==> src/hdl/assert_macros.svh <==
// ----------------------------------------------------------------------------
// Assertion macros
// Shared concurrent assertion forms for the filter block.
// ----------------------------------------------------------------------------
`ifndef ASSERT_MACROS_SVH
`define ASSERT_MACROS_SVH

// Same-cycle implication.
`define ASSERT_IMPLIES(label, clk, rst, ante, cons, msg) \
   label: assert property (@(posedge clk) disable iff (rst) (ante) |-> (cons)) \
      else $error(msg);

// Next-cycle implication.
`define ASSERT_NEXT(label, clk, rst, ante, cons, msg) \
   label: assert property (@(posedge clk) disable iff (rst) (ante) |=> (cons)) \
      else $error(msg);

`endif

==> src/hdl/rsvf_pkg.sv <==
// ----------------------------------------------------------------------------
// rsvf_pkg
// Widths, coefficient indexes and saturation helpers of the ramped SVF.
// ----------------------------------------------------------------------------
package rsvf_pkg;

   localparam int SAMPLE_W  = 24;
   localparam int COEF_W    = 24;
   localparam int DELTA_W   = COEF_W + 1;
   localparam int RAMP_W    = COEF_W + 2;
   localparam int INT_W     = 32;
   localparam int LEN_W     = 6;
   localparam int FRAC      = 20;
   localparam int VAL_W     = 40;
   localparam int PART_W    = FRAC + 1;
   localparam int PP_W      = COEF_W + 1 + PART_W;
   localparam int ACC_W     = 64;
   localparam int RES_W     = ACC_W - FRAC;
   localparam int SUM_W     = RES_W + 2;
   localparam int NUM_CH    = 2;
   localparam int CH_IDX_W  = $clog2(NUM_CH);
   localparam int NCOEF     = 4;
   localparam int K_W       = $clog2(NCOEF);
   localparam int CHUNK_MAX = 32;
   localparam int DIV_CNT_W = $clog2(COEF_W);

   localparam logic [K_W-1:0] COEF_G     = K_W'(0);
   localparam logic [K_W-1:0] COEF_HP    = K_W'(1);
   localparam logic [K_W-1:0] COEF_FB    = K_W'(2);
   localparam logic [K_W-1:0] COEF_SCALE = K_W'(3);

   typedef struct packed {
      logic en;
      logic high;
   } mac_ctrl_type;

   function automatic logic signed [INT_W-1:0] sat_int(input logic signed [SUM_W-1:0] v);
      logic fits;
      fits = (v[SUM_W-1:INT_W-1] == {(SUM_W-INT_W+1){v[SUM_W-1]}});
      if (fits) begin
         return v[INT_W-1:0];
      end
      return {v[SUM_W-1], {(INT_W-1){~v[SUM_W-1]}}};
   endfunction

   function automatic logic signed [SAMPLE_W-1:0] sat_out(input logic signed [RES_W-1:0] v);
      logic fits;
      fits = (v[RES_W-1:SAMPLE_W-1] == {(RES_W-SAMPLE_W+1){v[RES_W-1]}});
      if (fits) begin
         return v[SAMPLE_W-1:0];
      end
      return {v[RES_W-1], {(SAMPLE_W-1){~v[RES_W-1]}}};
   endfunction

endpackage

==> src/hdl/rsvf_if.sv <==
// ----------------------------------------------------------------------------
// rsvf_req_if / rsvf_rsp_if
// Valid/ready channels carrying filter input items and output samples.
// ----------------------------------------------------------------------------
interface rsvf_req_if;
   logic                               valid;
   logic                               ready;
   logic signed [rsvf_pkg::SAMPLE_W-1:0] sample_in;
   logic                               channel;
   logic                               chunk_start;
   logic [rsvf_pkg::LEN_W-1:0]         chunk_length;
   logic [rsvf_pkg::COEF_W-1:0]        target_g;
   logic [rsvf_pkg::COEF_W-1:0]        target_hp_norm;
   logic [rsvf_pkg::COEF_W-1:0]        target_feedback;
   logic [rsvf_pkg::COEF_W-1:0]        target_out_scale;

   modport source (output valid, sample_in, channel, chunk_start, chunk_length,
                   target_g, target_hp_norm, target_feedback, target_out_scale,
                   input ready);
   modport sink   (input valid, sample_in, channel, chunk_start, chunk_length,
                   target_g, target_hp_norm, target_feedback, target_out_scale,
                   output ready);
endinterface

interface rsvf_rsp_if;
   logic                               valid;
   logic                               ready;
   logic signed [rsvf_pkg::SAMPLE_W-1:0] sample_out;
   logic                               channel_out;

   modport source (output valid, sample_out, channel_out, input ready);
   modport sink   (input valid, sample_out, channel_out, output ready);
endinterface

==> src/hdl/rsvf_mac.sv <==
// ----------------------------------------------------------------------------
// rsvf_mac
// Shared coefficient multiplier: Q4.20 times a 40-bit value in two partial
// products (low 20 bits, then signed high part), rounded result >> 20.
// ----------------------------------------------------------------------------
module rsvf_mac (
   input  logic                                clock,
   input  rsvf_pkg::mac_ctrl_type              ctrl,
   input  logic [rsvf_pkg::COEF_W-1:0]         coef,
   input  logic signed [rsvf_pkg::VAL_W-1:0]   val,
   output logic signed [rsvf_pkg::RES_W-1:0]   res
);

   localparam logic signed [rsvf_pkg::ACC_W-1:0] ROUND =
      rsvf_pkg::ACC_W'(1) <<< (rsvf_pkg::FRAC - 1);

   logic signed [rsvf_pkg::PART_W-1:0] part;
   logic signed [rsvf_pkg::PP_W-1:0]   pp;
   logic signed [rsvf_pkg::ACC_W-1:0]  pp_ext;
   logic signed [rsvf_pkg::ACC_W-1:0]  acc_in;
   logic signed [rsvf_pkg::ACC_W-1:0]  acc_ff;

   assign part = ctrl.high ? {val[rsvf_pkg::VAL_W-1], val[rsvf_pkg::VAL_W-1:rsvf_pkg::FRAC]}
                           : {1'b0, val[rsvf_pkg::FRAC-1:0]};
   assign pp     = $signed({1'b0, coef}) * part;
   assign pp_ext = rsvf_pkg::ACC_W'(pp);
   assign acc_in = ctrl.high ? acc_ff + (pp_ext <<< rsvf_pkg::FRAC) : pp_ext + ROUND;
   assign res    = acc_ff[rsvf_pkg::ACC_W-1:rsvf_pkg::FRAC];

   always_ff @(posedge clock) begin
      if (ctrl.en) begin
         acc_ff <= acc_in;
      end
   end

endmodule

==> src/hdl/rsvf_div.sv <==
// ----------------------------------------------------------------------------
// rsvf_div
// Radix-2 restoring divider for coefficient deltas: signed 25-bit dividend by
// a chunk length of 1..32, truncating toward zero, one quotient bit a cycle.
// ----------------------------------------------------------------------------
module rsvf_div (
   input  logic                                  clock,
   input  logic                                  reset,
   input  logic                                  start,
   input  logic signed [rsvf_pkg::DELTA_W-1:0]   dividend,
   input  logic [rsvf_pkg::LEN_W-1:0]            divisor,
   output logic                                  done,
   output logic signed [rsvf_pkg::DELTA_W-1:0]   quotient
);

   localparam logic [rsvf_pkg::DIV_CNT_W-1:0] LAST = rsvf_pkg::DIV_CNT_W'(rsvf_pkg::COEF_W - 1);

   logic                                 busy_ff;
   logic                                 done_ff;
   logic                                 neg_ff;
   logic [rsvf_pkg::DIV_CNT_W-1:0]       cnt_ff;
   logic [rsvf_pkg::LEN_W-2:0]           rem_ff;
   logic [rsvf_pkg::LEN_W-1:0]           div_ff;
   logic [rsvf_pkg::COEF_W-1:0]          q_ff;
   logic signed [rsvf_pkg::DELTA_W-1:0]  mag_full;
   logic [rsvf_pkg::LEN_W-1:0]           trial;
   logic                                 fit;
   logic [rsvf_pkg::LEN_W-1:0]           trial_sub;
   logic [rsvf_pkg::DELTA_W-1:0]         q_ext;

   assign mag_full  = dividend[rsvf_pkg::DELTA_W-1] ? -dividend : dividend;
   assign trial     = {rem_ff, q_ff[rsvf_pkg::COEF_W-1]};
   assign fit       = (trial >= div_ff);
   assign trial_sub = trial - div_ff;
   assign q_ext     = {1'b0, q_ff};
   assign quotient  = neg_ff ? -$signed(q_ext) : $signed(q_ext);
   assign done      = done_ff;

   always_ff @(posedge clock) begin
      if (reset) begin
         busy_ff <= 1'b0;
         done_ff <= 1'b0;
         cnt_ff  <= '0;
      end else begin
         done_ff <= 1'b0;
         if (start) begin
            busy_ff <= 1'b1;
            cnt_ff  <= '0;
            rem_ff  <= '0;
            div_ff  <= divisor;
            neg_ff  <= dividend[rsvf_pkg::DELTA_W-1];
            q_ff    <= mag_full[rsvf_pkg::COEF_W-1:0];
         end else if (busy_ff) begin
            rem_ff <= fit ? trial_sub[rsvf_pkg::LEN_W-2:0] : trial[rsvf_pkg::LEN_W-2:0];
            q_ff   <= {q_ff[rsvf_pkg::COEF_W-2:0], fit};
            cnt_ff <= cnt_ff + 1'b1;
            if (cnt_ff == LAST) begin
               busy_ff <= 1'b0;
               done_ff <= 1'b1;
            end
         end
      end
   end

endmodule

==> src/hdl/ramped_svf_bandpass_top.sv <==
// ----------------------------------------------------------------------------
// ramped_svf_bandpass_top
// Two-channel ZDF state-variable bandpass with linearly ramped coefficients,
// run by a sequencer over one shared multiplier and a bit-serial divider.
//
//   Channel   Dir  Handshake        Payload
//   req_chan  in   valid / ready    sample, channel, chunk start/length, targets
//   rsp_chan  out  valid / ready    sample_out, channel_out
//
// Plain item: after the input transfer come 4 ramp steps, 5 products of two
// multiplier passes each, 6 sum steps and the output step; the next input
// transfer is taken only once the block is back in idle.
// Chunk-start item: four divisions come first (24 quotient bits each).
// Ready only while idle; the result register frees the input side, a second
// result waits in its final step until the first is taken.
// Reset is synchronous and clears all filter state to zero.
// ----------------------------------------------------------------------------
`include "assert_macros.svh"

module ramped_svf_bandpass_top (
   input  logic       clock,
   input  logic       reset,
   rsvf_req_if.sink   req_chan,
   rsvf_rsp_if.source rsp_chan
);

   typedef enum logic [3:0] {
      S_IDLE, S_DIV_START, S_DIV_WAIT, S_RAMP, S_MUL_LO, S_MUL_HI, S_POST, S_POST2, S_DONE
   } state_type;

   typedef enum logic [2:0] {
      OP_FB, OP_HP, OP_GHP, OP_GBP, OP_OUT
   } op_type;

   localparam int SW = rsvf_pkg::SUM_W;
   localparam logic [rsvf_pkg::K_W-1:0] K_LAST = rsvf_pkg::K_W'(rsvf_pkg::NCOEF - 1);
   localparam logic [rsvf_pkg::COEF_W-1:0] COEF_MAX = '1;

   state_type state_ff;
   op_type    op_ff;
   logic [rsvf_pkg::K_W-1:0]       k_ff;
   logic [rsvf_pkg::CH_IDX_W-1:0]  ch_ff;
   logic                           chin_ff;
   logic [rsvf_pkg::LEN_W-1:0]     len_ff;
   logic signed [rsvf_pkg::SAMPLE_W-1:0] x_ff;
   logic [rsvf_pkg::COEF_W-1:0]    tgt_ff [rsvf_pkg::NCOEF];

   logic [rsvf_pkg::COEF_W-1:0]          held_ff  [rsvf_pkg::NUM_CH][rsvf_pkg::NCOEF];
   logic [rsvf_pkg::COEF_W-1:0]          run_ff   [rsvf_pkg::NUM_CH][rsvf_pkg::NCOEF];
   logic signed [rsvf_pkg::DELTA_W-1:0]  delta_ff [rsvf_pkg::NUM_CH][rsvf_pkg::NCOEF];
   logic signed [rsvf_pkg::INT_W-1:0]    s1_ff    [rsvf_pkg::NUM_CH];
   logic signed [rsvf_pkg::INT_W-1:0]    s2_ff    [rsvf_pkg::NUM_CH];

   logic signed [rsvf_pkg::VAL_W-1:0]  v_ff;
   logic signed [rsvf_pkg::INT_W-1:0]  hp_ff;
   logic signed [rsvf_pkg::INT_W-1:0]  bp_ff;
   logic signed [rsvf_pkg::INT_W-1:0]  lp_ff;
   logic signed [rsvf_pkg::RES_W-1:0]  gx_ff;

   logic                               rsp_valid_ff;
   logic signed [rsvf_pkg::SAMPLE_W-1:0] sample_out_ff;
   logic                               channel_out_ff;

   logic [rsvf_pkg::LEN_W-1:0]          len_in;
   rsvf_pkg::mac_ctrl_type              mac_ctrl;
   logic [rsvf_pkg::COEF_W-1:0]         mac_coef;
   logic signed [rsvf_pkg::VAL_W-1:0]   mac_val;
   logic signed [rsvf_pkg::RES_W-1:0]   mac_res;
   logic                                div_start;
   logic                                div_done;
   logic signed [rsvf_pkg::DELTA_W-1:0] div_dividend;
   logic signed [rsvf_pkg::DELTA_W-1:0] div_quot;
   logic signed [rsvf_pkg::RAMP_W-1:0]  ramp_sum;
   logic [rsvf_pkg::COEF_W-1:0]         ramp_in;
   logic signed [SW-1:0]                v_in;
   logic                                rsp_free;
   logic                                ramp_last;

   assign req_chan.ready       = (state_ff == S_IDLE);
   assign rsp_chan.valid       = rsp_valid_ff;
   assign rsp_chan.sample_out  = sample_out_ff;
   assign rsp_chan.channel_out = channel_out_ff;
   assign rsp_free             = !rsp_valid_ff || rsp_chan.ready;
   assign ramp_last            = (state_ff == S_RAMP) && (k_ff == K_LAST);

   always_comb begin
      len_in = req_chan.chunk_length;
      if (req_chan.chunk_length == '0) begin
         len_in = rsvf_pkg::LEN_W'(1);
      end else if (req_chan.chunk_length > rsvf_pkg::LEN_W'(rsvf_pkg::CHUNK_MAX)) begin
         len_in = rsvf_pkg::LEN_W'(rsvf_pkg::CHUNK_MAX);
      end
   end

   assign div_start    = (state_ff == S_DIV_START);
   assign div_dividend = $signed({1'b0, tgt_ff[k_ff]}) - $signed({1'b0, held_ff[ch_ff][k_ff]});

   assign ramp_sum = $signed({2'b00, run_ff[ch_ff][k_ff]})
                   + rsvf_pkg::RAMP_W'(delta_ff[ch_ff][k_ff]);
   always_comb begin
      if (ramp_sum[rsvf_pkg::RAMP_W-1]) begin
         ramp_in = '0;
      end else if (ramp_sum[rsvf_pkg::COEF_W]) begin
         ramp_in = COEF_MAX;
      end else begin
         ramp_in = ramp_sum[rsvf_pkg::COEF_W-1:0];
      end
   end

   assign mac_ctrl.en   = (state_ff == S_MUL_LO) || (state_ff == S_MUL_HI);
   assign mac_ctrl.high = (state_ff == S_MUL_HI);

   always_comb begin
      case (op_ff)
         OP_FB: begin
            mac_coef = run_ff[ch_ff][rsvf_pkg::COEF_FB];
            mac_val  = rsvf_pkg::VAL_W'(s1_ff[ch_ff]);
         end
         OP_HP: begin
            mac_coef = run_ff[ch_ff][rsvf_pkg::COEF_HP];
            mac_val  = v_ff;
         end
         OP_GHP: begin
            mac_coef = run_ff[ch_ff][rsvf_pkg::COEF_G];
            mac_val  = rsvf_pkg::VAL_W'(hp_ff);
         end
         OP_GBP: begin
            mac_coef = run_ff[ch_ff][rsvf_pkg::COEF_G];
            mac_val  = rsvf_pkg::VAL_W'(bp_ff);
         end
         default: begin
            mac_coef = run_ff[ch_ff][rsvf_pkg::COEF_SCALE];
            mac_val  = rsvf_pkg::VAL_W'(bp_ff);
         end
      endcase
   end

   assign v_in = SW'(x_ff) - SW'(mac_res) - SW'(s2_ff[ch_ff]);

   rsvf_mac u_mac (
      .clock (clock),
      .ctrl  (mac_ctrl),
      .coef  (mac_coef),
      .val   (mac_val),
      .res   (mac_res)
   );

   rsvf_div u_div (
      .clock    (clock),
      .reset    (reset),
      .start    (div_start),
      .dividend (div_dividend),
      .divisor  (len_ff),
      .done     (div_done),
      .quotient (div_quot)
   );

   always_ff @(posedge clock) begin
      if (reset) begin
         state_ff     <= S_IDLE;
         op_ff        <= OP_FB;
         k_ff         <= '0;
         rsp_valid_ff <= 1'b0;
         for (int c = 0; c < rsvf_pkg::NUM_CH; c++) begin
            s1_ff[c] <= '0;
            s2_ff[c] <= '0;
            for (int k = 0; k < rsvf_pkg::NCOEF; k++) begin
               held_ff[c][k]  <= '0;
               run_ff[c][k]   <= '0;
               delta_ff[c][k] <= '0;
            end
         end
      end else begin
         if (rsp_valid_ff && rsp_chan.ready && (state_ff != S_DONE)) begin
            rsp_valid_ff <= 1'b0;
         end
         case (state_ff)
            S_IDLE: begin
               if (req_chan.valid) begin
                  x_ff      <= req_chan.sample_in;
                  chin_ff   <= req_chan.channel;
                  ch_ff     <= rsvf_pkg::CH_IDX_W'(req_chan.channel % rsvf_pkg::NUM_CH);
                  len_ff    <= len_in;
                  tgt_ff[rsvf_pkg::COEF_G]     <= req_chan.target_g;
                  tgt_ff[rsvf_pkg::COEF_HP]    <= req_chan.target_hp_norm;
                  tgt_ff[rsvf_pkg::COEF_FB]    <= req_chan.target_feedback;
                  tgt_ff[rsvf_pkg::COEF_SCALE] <= req_chan.target_out_scale;
                  k_ff      <= '0;
                  op_ff     <= OP_FB;
                  state_ff  <= req_chan.chunk_start ? S_DIV_START : S_RAMP;
               end
            end
            S_DIV_START: begin
               run_ff[ch_ff][k_ff]  <= held_ff[ch_ff][k_ff];
               held_ff[ch_ff][k_ff] <= tgt_ff[k_ff];
               state_ff             <= S_DIV_WAIT;
            end
            S_DIV_WAIT: begin
               if (div_done) begin
                  delta_ff[ch_ff][k_ff] <= div_quot;
                  k_ff                  <= k_ff + 1'b1;
                  state_ff              <= (k_ff == K_LAST) ? S_RAMP : S_DIV_START;
               end
            end
            S_RAMP: begin
               run_ff[ch_ff][k_ff] <= ramp_in;
               k_ff                <= k_ff + 1'b1;
               if (k_ff == K_LAST) begin
                  state_ff <= S_MUL_LO;
               end
            end
            S_MUL_LO: begin
               state_ff <= S_MUL_HI;
            end
            S_MUL_HI: begin
               state_ff <= (op_ff == OP_OUT) ? S_DONE : S_POST;
            end
            S_POST: begin
               case (op_ff)
                  OP_FB: begin
                     v_ff     <= v_in[rsvf_pkg::VAL_W-1:0];
                     op_ff    <= OP_HP;
                     state_ff <= S_MUL_LO;
                  end
                  OP_HP: begin
                     hp_ff    <= rsvf_pkg::sat_int(SW'(mac_res));
                     op_ff    <= OP_GHP;
                     state_ff <= S_MUL_LO;
                  end
                  OP_GHP: begin
                     gx_ff    <= mac_res;
                     bp_ff    <= rsvf_pkg::sat_int(SW'(mac_res) + SW'(s1_ff[ch_ff]));
                     state_ff <= S_POST2;
                  end
                  default: begin
                     gx_ff    <= mac_res;
                     lp_ff    <= rsvf_pkg::sat_int(SW'(mac_res) + SW'(s2_ff[ch_ff]));
                     state_ff <= S_POST2;
                  end
               endcase
            end
            S_POST2: begin
               if (op_ff == OP_GHP) begin
                  s1_ff[ch_ff] <= rsvf_pkg::sat_int(SW'(gx_ff) + SW'(bp_ff));
                  op_ff        <= OP_GBP;
               end else begin
                  s2_ff[ch_ff] <= rsvf_pkg::sat_int(SW'(gx_ff) + SW'(lp_ff));
                  op_ff        <= OP_OUT;
               end
               state_ff <= S_MUL_LO;
            end
            S_DONE: begin
               if (rsp_free) begin
                  sample_out_ff  <= rsvf_pkg::sat_out(mac_res);
                  channel_out_ff <= chin_ff;
                  rsp_valid_ff   <= 1'b1;
                  state_ff       <= S_IDLE;
               end
            end
            default: begin
               state_ff <= S_IDLE;
            end
         endcase
      end
   end

   `ASSERT_IMPLIES(a_div_done_wait, clock, reset, div_done, state_ff == S_DIV_WAIT, "stray done")
   `ASSERT_NEXT(a_rsp_hold, clock, reset, state_ff == S_DONE && !rsp_free, state_ff == S_DONE, "lost")
   `ASSERT_NEXT(a_ramp_to_mul, clock, reset, ramp_last, state_ff == S_MUL_LO && op_ff == OP_FB, "no mul")

endmodule

==> src/flat_wrapper.sv <==
// flat-port wrapper written by rule: the top's interface ports become plain ports
module ramped_svf_bandpass_top_flat 
  (clock, reset, req_chan_valid, req_chan_sample_in, req_chan_channel, req_chan_chunk_start, req_chan_chunk_length, req_chan_target_g, req_chan_target_hp_norm, req_chan_target_feedback, req_chan_target_out_scale, req_chan_ready, rsp_chan_valid, rsp_chan_sample_out, rsp_chan_channel_out, rsp_chan_ready);
  rsvf_req_if req_chan_i ();
  rsvf_rsp_if rsp_chan_i ();
  input  logic clock;
  input  logic reset;
  input wire logic [$bits(req_chan_i.valid)-1:0] req_chan_valid;
  input wire logic [$bits(req_chan_i.sample_in)-1:0] req_chan_sample_in;
  input wire logic [$bits(req_chan_i.channel)-1:0] req_chan_channel;
  input wire logic [$bits(req_chan_i.chunk_start)-1:0] req_chan_chunk_start;
  input wire logic [$bits(req_chan_i.chunk_length)-1:0] req_chan_chunk_length;
  input wire logic [$bits(req_chan_i.target_g)-1:0] req_chan_target_g;
  input wire logic [$bits(req_chan_i.target_hp_norm)-1:0] req_chan_target_hp_norm;
  input wire logic [$bits(req_chan_i.target_feedback)-1:0] req_chan_target_feedback;
  input wire logic [$bits(req_chan_i.target_out_scale)-1:0] req_chan_target_out_scale;
  output wire logic [$bits(req_chan_i.ready)-1:0] req_chan_ready;
  output wire logic [$bits(rsp_chan_i.valid)-1:0] rsp_chan_valid;
  output wire logic [$bits(rsp_chan_i.sample_out)-1:0] rsp_chan_sample_out;
  output wire logic [$bits(rsp_chan_i.channel_out)-1:0] rsp_chan_channel_out;
  input wire logic [$bits(rsp_chan_i.ready)-1:0] rsp_chan_ready;
  assign req_chan_i.valid = req_chan_valid;
  assign req_chan_i.sample_in = req_chan_sample_in;
  assign req_chan_i.channel = req_chan_channel;
  assign req_chan_i.chunk_start = req_chan_chunk_start;
  assign req_chan_i.chunk_length = req_chan_chunk_length;
  assign req_chan_i.target_g = req_chan_target_g;
  assign req_chan_i.target_hp_norm = req_chan_target_hp_norm;
  assign req_chan_i.target_feedback = req_chan_target_feedback;
  assign req_chan_i.target_out_scale = req_chan_target_out_scale;
  assign req_chan_ready = req_chan_i.ready;
  assign rsp_chan_valid = rsp_chan_i.valid;
  assign rsp_chan_sample_out = rsp_chan_i.sample_out;
  assign rsp_chan_channel_out = rsp_chan_i.channel_out;
  assign rsp_chan_i.ready = rsp_chan_ready;
  ramped_svf_bandpass_top u_core (.clock(clock), .reset(reset), .req_chan(req_chan_i), .rsp_chan(rsp_chan_i));
endmodule
==> config.mk <==
export PLATFORM = sky130hd
export DESIGN_NAME = ramped_svf_bandpass_top_flat
export DESIGN_NICKNAME = d
export VERILOG_FILES = /design/src/hdl/rsvf_pkg.sv /design/src/hdl/rsvf_if.sv /design/src/hdl/rsvf_mac.sv /design/src/hdl/rsvf_div.sv /design/src/hdl/ramped_svf_bandpass_top.sv /design/src/flat_wrapper.sv
export VERILOG_INCLUDE_DIRS = /design/src /design/src/hdl
export SDC_FILE = /design/constraint.sdc
export NUM_CORES = 2
export LEC_CHECK = 0
export ABC_AREA = 1
export BUFFER_PORTS_ARGS = -buffer_cell sky130_fd_sc_hd__buf_4
export CORE_MARGIN = 2
export CORE_UTILIZATION = 60
export CTS_CLUSTER_SIZE = 16
export DETAILED_ROUTE_END_ITERATION = 8
export PLACE_DENSITY = 0.86
export SETUP_SLACK_MARGIN = 0.02
export SYNTH_ARGS = -nofsm -noshare
export SYNTH_HDL_FRONTEND = slang
export SYNTH_SLANG_ARGS = --single-unit
==> constraint.sdc <==
create_clock -name clock -period 11 [get_ports clock]
set_input_delay 1.1 -clock clock [delete_from_list [all_inputs] [get_ports clock]]
set_output_delay 1.1 -clock clock [all_outputs]
set_load 0.01 [all_outputs]
==> summary.md <==
| Metric | Value |
|---|---|
| Worst EP arrival | between 10 and 15 ns |
| Unrepaired setup endpoints after global routing | no |
| Post-Synthesis Cells | between 10000 and 15000 |
| CP required | around 12 ns |
| Most common cell after layout, fill and taps aside | nand2_1 |
| CP dominant cell by count | inv_1 |
| Worst-margin pin slew | roughly 1.6 ns |
| CP startpoint kind | flip-flop |
| Worst slew margin | -6.93% |
| Clock Tree Buf Depth | 3 |
| GP Congestion | 1.09 |
| Clock root cell | clkbuf_16 |
| Die width | between 300 and 400 µm |
| Initial DRC count | 11044 |
| Worst skew pair latency | between 0.8 and 0.9 ns |
| GRT overflow | 0 |
| Min Tclk post-route | 10.46 ns |
| Max FO, Critical Path | 15 |
| Register area share after synthesis | between 30% and 40% |
| Htree depth | 3 |
| Hold path start | req_chan_target_feedback[4] |
| Share of post-route cells with drive strength above 1 | slightly above 7% |
| R2R Setup Slk | between 0.5 and 0.6 ns |
| Reg clk slew, reported paths | roughly 0.07 ns |
| Nets | roughly 13000 |
| DRC | 0 |
| R2R depth | 43 |
| Fmax | approximately 0.096 GHz |
| Largest area contributor in the netlist | edfxtp_1 |
| Final Max Tran Viols | 9 |
| Die Y | about 400 µm |
| CP endpoint | u_core.u_mac.acc_ff[50]$_DFFE_PP_ |
| Die area | ~160000 µm² |
| Max incr delay on CP | about 0.74 ns |
| Pre-antenna DRT Iters | 9 |
| IO Count | 159 |
| Total track usage | 44.7% |
| Core Area | 154000 µm² |
| Synth Area per Inst | about 8 µm² |
| Initial antenna violation count | 23 |
| Failing checks | capacitance limit, slew limit |
| Via density | 6.13 |
| Ys flop type | edfxtp_1 |
| Routed WL | between 300000 and 400000 µm |
| DR WL/cell | about 26 µm |
| Hold Vio Cnt, Final | 0 |
| Most frequent cells in the layout | nand2_1, nor2_1, inv_1 |
| Tcrit/Tclk final | 95.1% |
| Initial Util | roughly 60% |
| FF-to-FF Start | u_core.op_ff[1]$_SDFFE_PP0P_ |
| Netlist area before placement | 92400 µm² |
| Detailed placement HPWL | between 200000 and 300000 µm |
| Crit path kind | flip-flop to flip-flop |
| Setup-failing EPs final | 0 |
| Core Rows | roughly 140 |
| MaxCap Viol Count | 5 |
| Worst Hold Class | input pin to flip-flop |
| Clock sinks | 1144 |
| CP startpoint | u_core.op_ff[1]$_SDFFE_PP0P_ |
| Async S/R FF share, synth | 0% |
| Largest net degree at the start of global routing | about 130 |
| Top cell type's share of synthesized area | 36.5% |
| Yosys warning total | 0 |
| First-pass GRT wire length | 517000 µm |
| Port Buffers | roughly 160 |
| Post-synth EDFFs | ~1100 |
| Post-route ant nets | 0 |
| FF+latch count, synth | about 1100 |
| Outcome | finished with violations |
| Via count | between 80000 and 90000 |
| Vias in the first global route | between 80000 and 90000 |
| R2R Path End | u_core.u_mac.acc_ff[50]$_DFFE_PP_ |
| Number of clock buffers inserted by TritonCTS | between 100 and 150 |
| Synth top area cells | edfxtp_1, nand2_1, fa_1 |
| Capturing element type of the critical path | flip-flop |
| Setup TNS | 0 ns |
| Area growth syn-to-layout | 8.81% |
| CP max-delay cell | fa_1 |
| TritonCTS clock tree | built |
| Clock skew | between 0.09 and 0.1 ns |
| Post-Syn Nets | between 10000 and 15000 |
| Post-synth cell types | 63 |
worst min path at each step:
stage	cells past startpoint	endpoint	slack (ns)
3_3_place_gp	0	u_core.u_div.div_ff[4]$_DFFE_PP_	0.41
4_1_cts	1	u_core.tgt_ff[2][18]$_DFFE_PP_	0.40
6_report	1	u_core.tgt_ff[2][4]$_DFFE_PP_	0.41
5_1_grt	1	u_core.tgt_ff[1][0]$_DFFE_PP_	0.40
3_5_place_dp	0	u_core.u_div.div_ff[5]$_DFFE_PP_	0.41
2_1_floorplan	0	u_core.u_div.div_ff[0]$_DFFE_PP_	0.40
cell usage after synthesis, drive strengths merged, types with 11 or more instances:
cell and number:
a22oi 40, ha 547, mux2i 18, a211oi 12
clkbuf 251, a21o 22, nand3 438, o21ai 689
fa 463, o211ai 32, nor2 1701, edfxtp 1124
or2 52, o22ai 86, nand2 2889, xnor2 91
a21oi 720, a32oi 24, nand3b 25, o21a 33
buf 140, nor3 79, xor2 175, dfxtp 20
inv 1657, clkinv 11, nor4 16, a31oi 69
o21bai 41, nand4 105
cells by family after synthesis:
kind of cell               Yosys count  share of synthesized area (%)
and+or+nand+nor                   5320                           23.6
buffers and inverters             2059                           8.70
AOI/OAI and AO/OA                 1794                           10.6
DFF                               1144                           36.9
adders and majority gates         1010                           17.4
xor gates and xnor gates           266                           2.54
muxes                               18                          0.195
per-stage QoR:
step / cells / cell area, µm² / hold slack, ns / utilization (%) / setup slack [ns]
after global placement: 13674 / 96500 / 0.406 / 62.9 / 0.660
after detailed placement: 13674 / 96500 / 0.406 / 62.9 / 0.633
after CTS: 13895 / 100000 / 0.398 / 65.5 / 0.663
after floorplan: 11611 / 92400 / 0.400 / - / 2.09
after global routing: 13904 / 101000 / 0.397 / 65.5 / 0.0645
final: 13915 / 101000 / 0.406 / 65.5 / 0.540
layout make-up:
cell class	count	area, µm²
Sequential cell	1144	34200
Clock buffer	139	3050
Multi-Input combinational cell	8408	50400
Inverter	1668	6290
Clock inverter	82	913
Tap cell	2044	2560
Timing Repair Buffer	414	3200
Antenna cell	16	40.0
Fill cell	12788	52900
flip-flops by register name (all words and copies together) (netlist names), 3 cells and up, named ones only:
| name | flops |
|---|---|
| u_core.bp_ff | 32 |
| u_core.delta_ff | 200 |
| u_core.gx_ff | 44 |
| u_core.held_ff | 192 |
| u_core.hp_ff | 32 |
| u_core.len_ff | 6 |
| u_core.lp_ff | 32 |
| u_core.op_ff | 3 |
| u_core.rsp_chan.sample_out | 24 |
| u_core.run_ff | 192 |
| u_core.s1_ff | 64 |
| u_core.s2_ff | 64 |
| u_core.state_ff | 4 |
| u_core.tgt_ff | 96 |
| u_core.u_div.cnt_ff | 5 |
| u_core.u_div.div_ff | 6 |
| u_core.u_div.q_ff | 24 |
| u_core.u_div.rem_ff | 5 |
| u_core.u_mac.acc_ff | 44 |
| u_core.v_ff | 40 |
| u_core.x_ff | 24 |
worst max-delay path, delay by kind of cell (launching register included):
kind	cells	cell delay, ns
AND/OR/NAND/NOR	12	1.51
AO/OA/AOI/OAI	8	1.53
buffers and inverters	13	2.28
XOR/XNOR	1	0.12
flip-flops	1	0.47
adder cells (fa/ha/maj)	9	4.27
timing repair:
action | 4_1_cts | 5_1_grt
setup endpoints to repair | 0 | 4
gates resized for setup | 0 | 5
hold buffers | 0 | 0
buffers inserted | 0 | 3
endpoints found under the hold margin | 0 | 0
metal layers:
layer	part of all wire (%)	track usage (%)	routed length, µm	up-vias
li1	-	-	-	37987
met1	33	49.9	116000	39650
met2	45	70.5	160000	5931
met3	11	11.2	39300	1765
met4	12	40.9	41000	18
met5	0.033	0	117	-
Power is left out: the tool's default activity adds up to more than one toggle a clock period on the data nets, which glitch-free logic cannot reach.
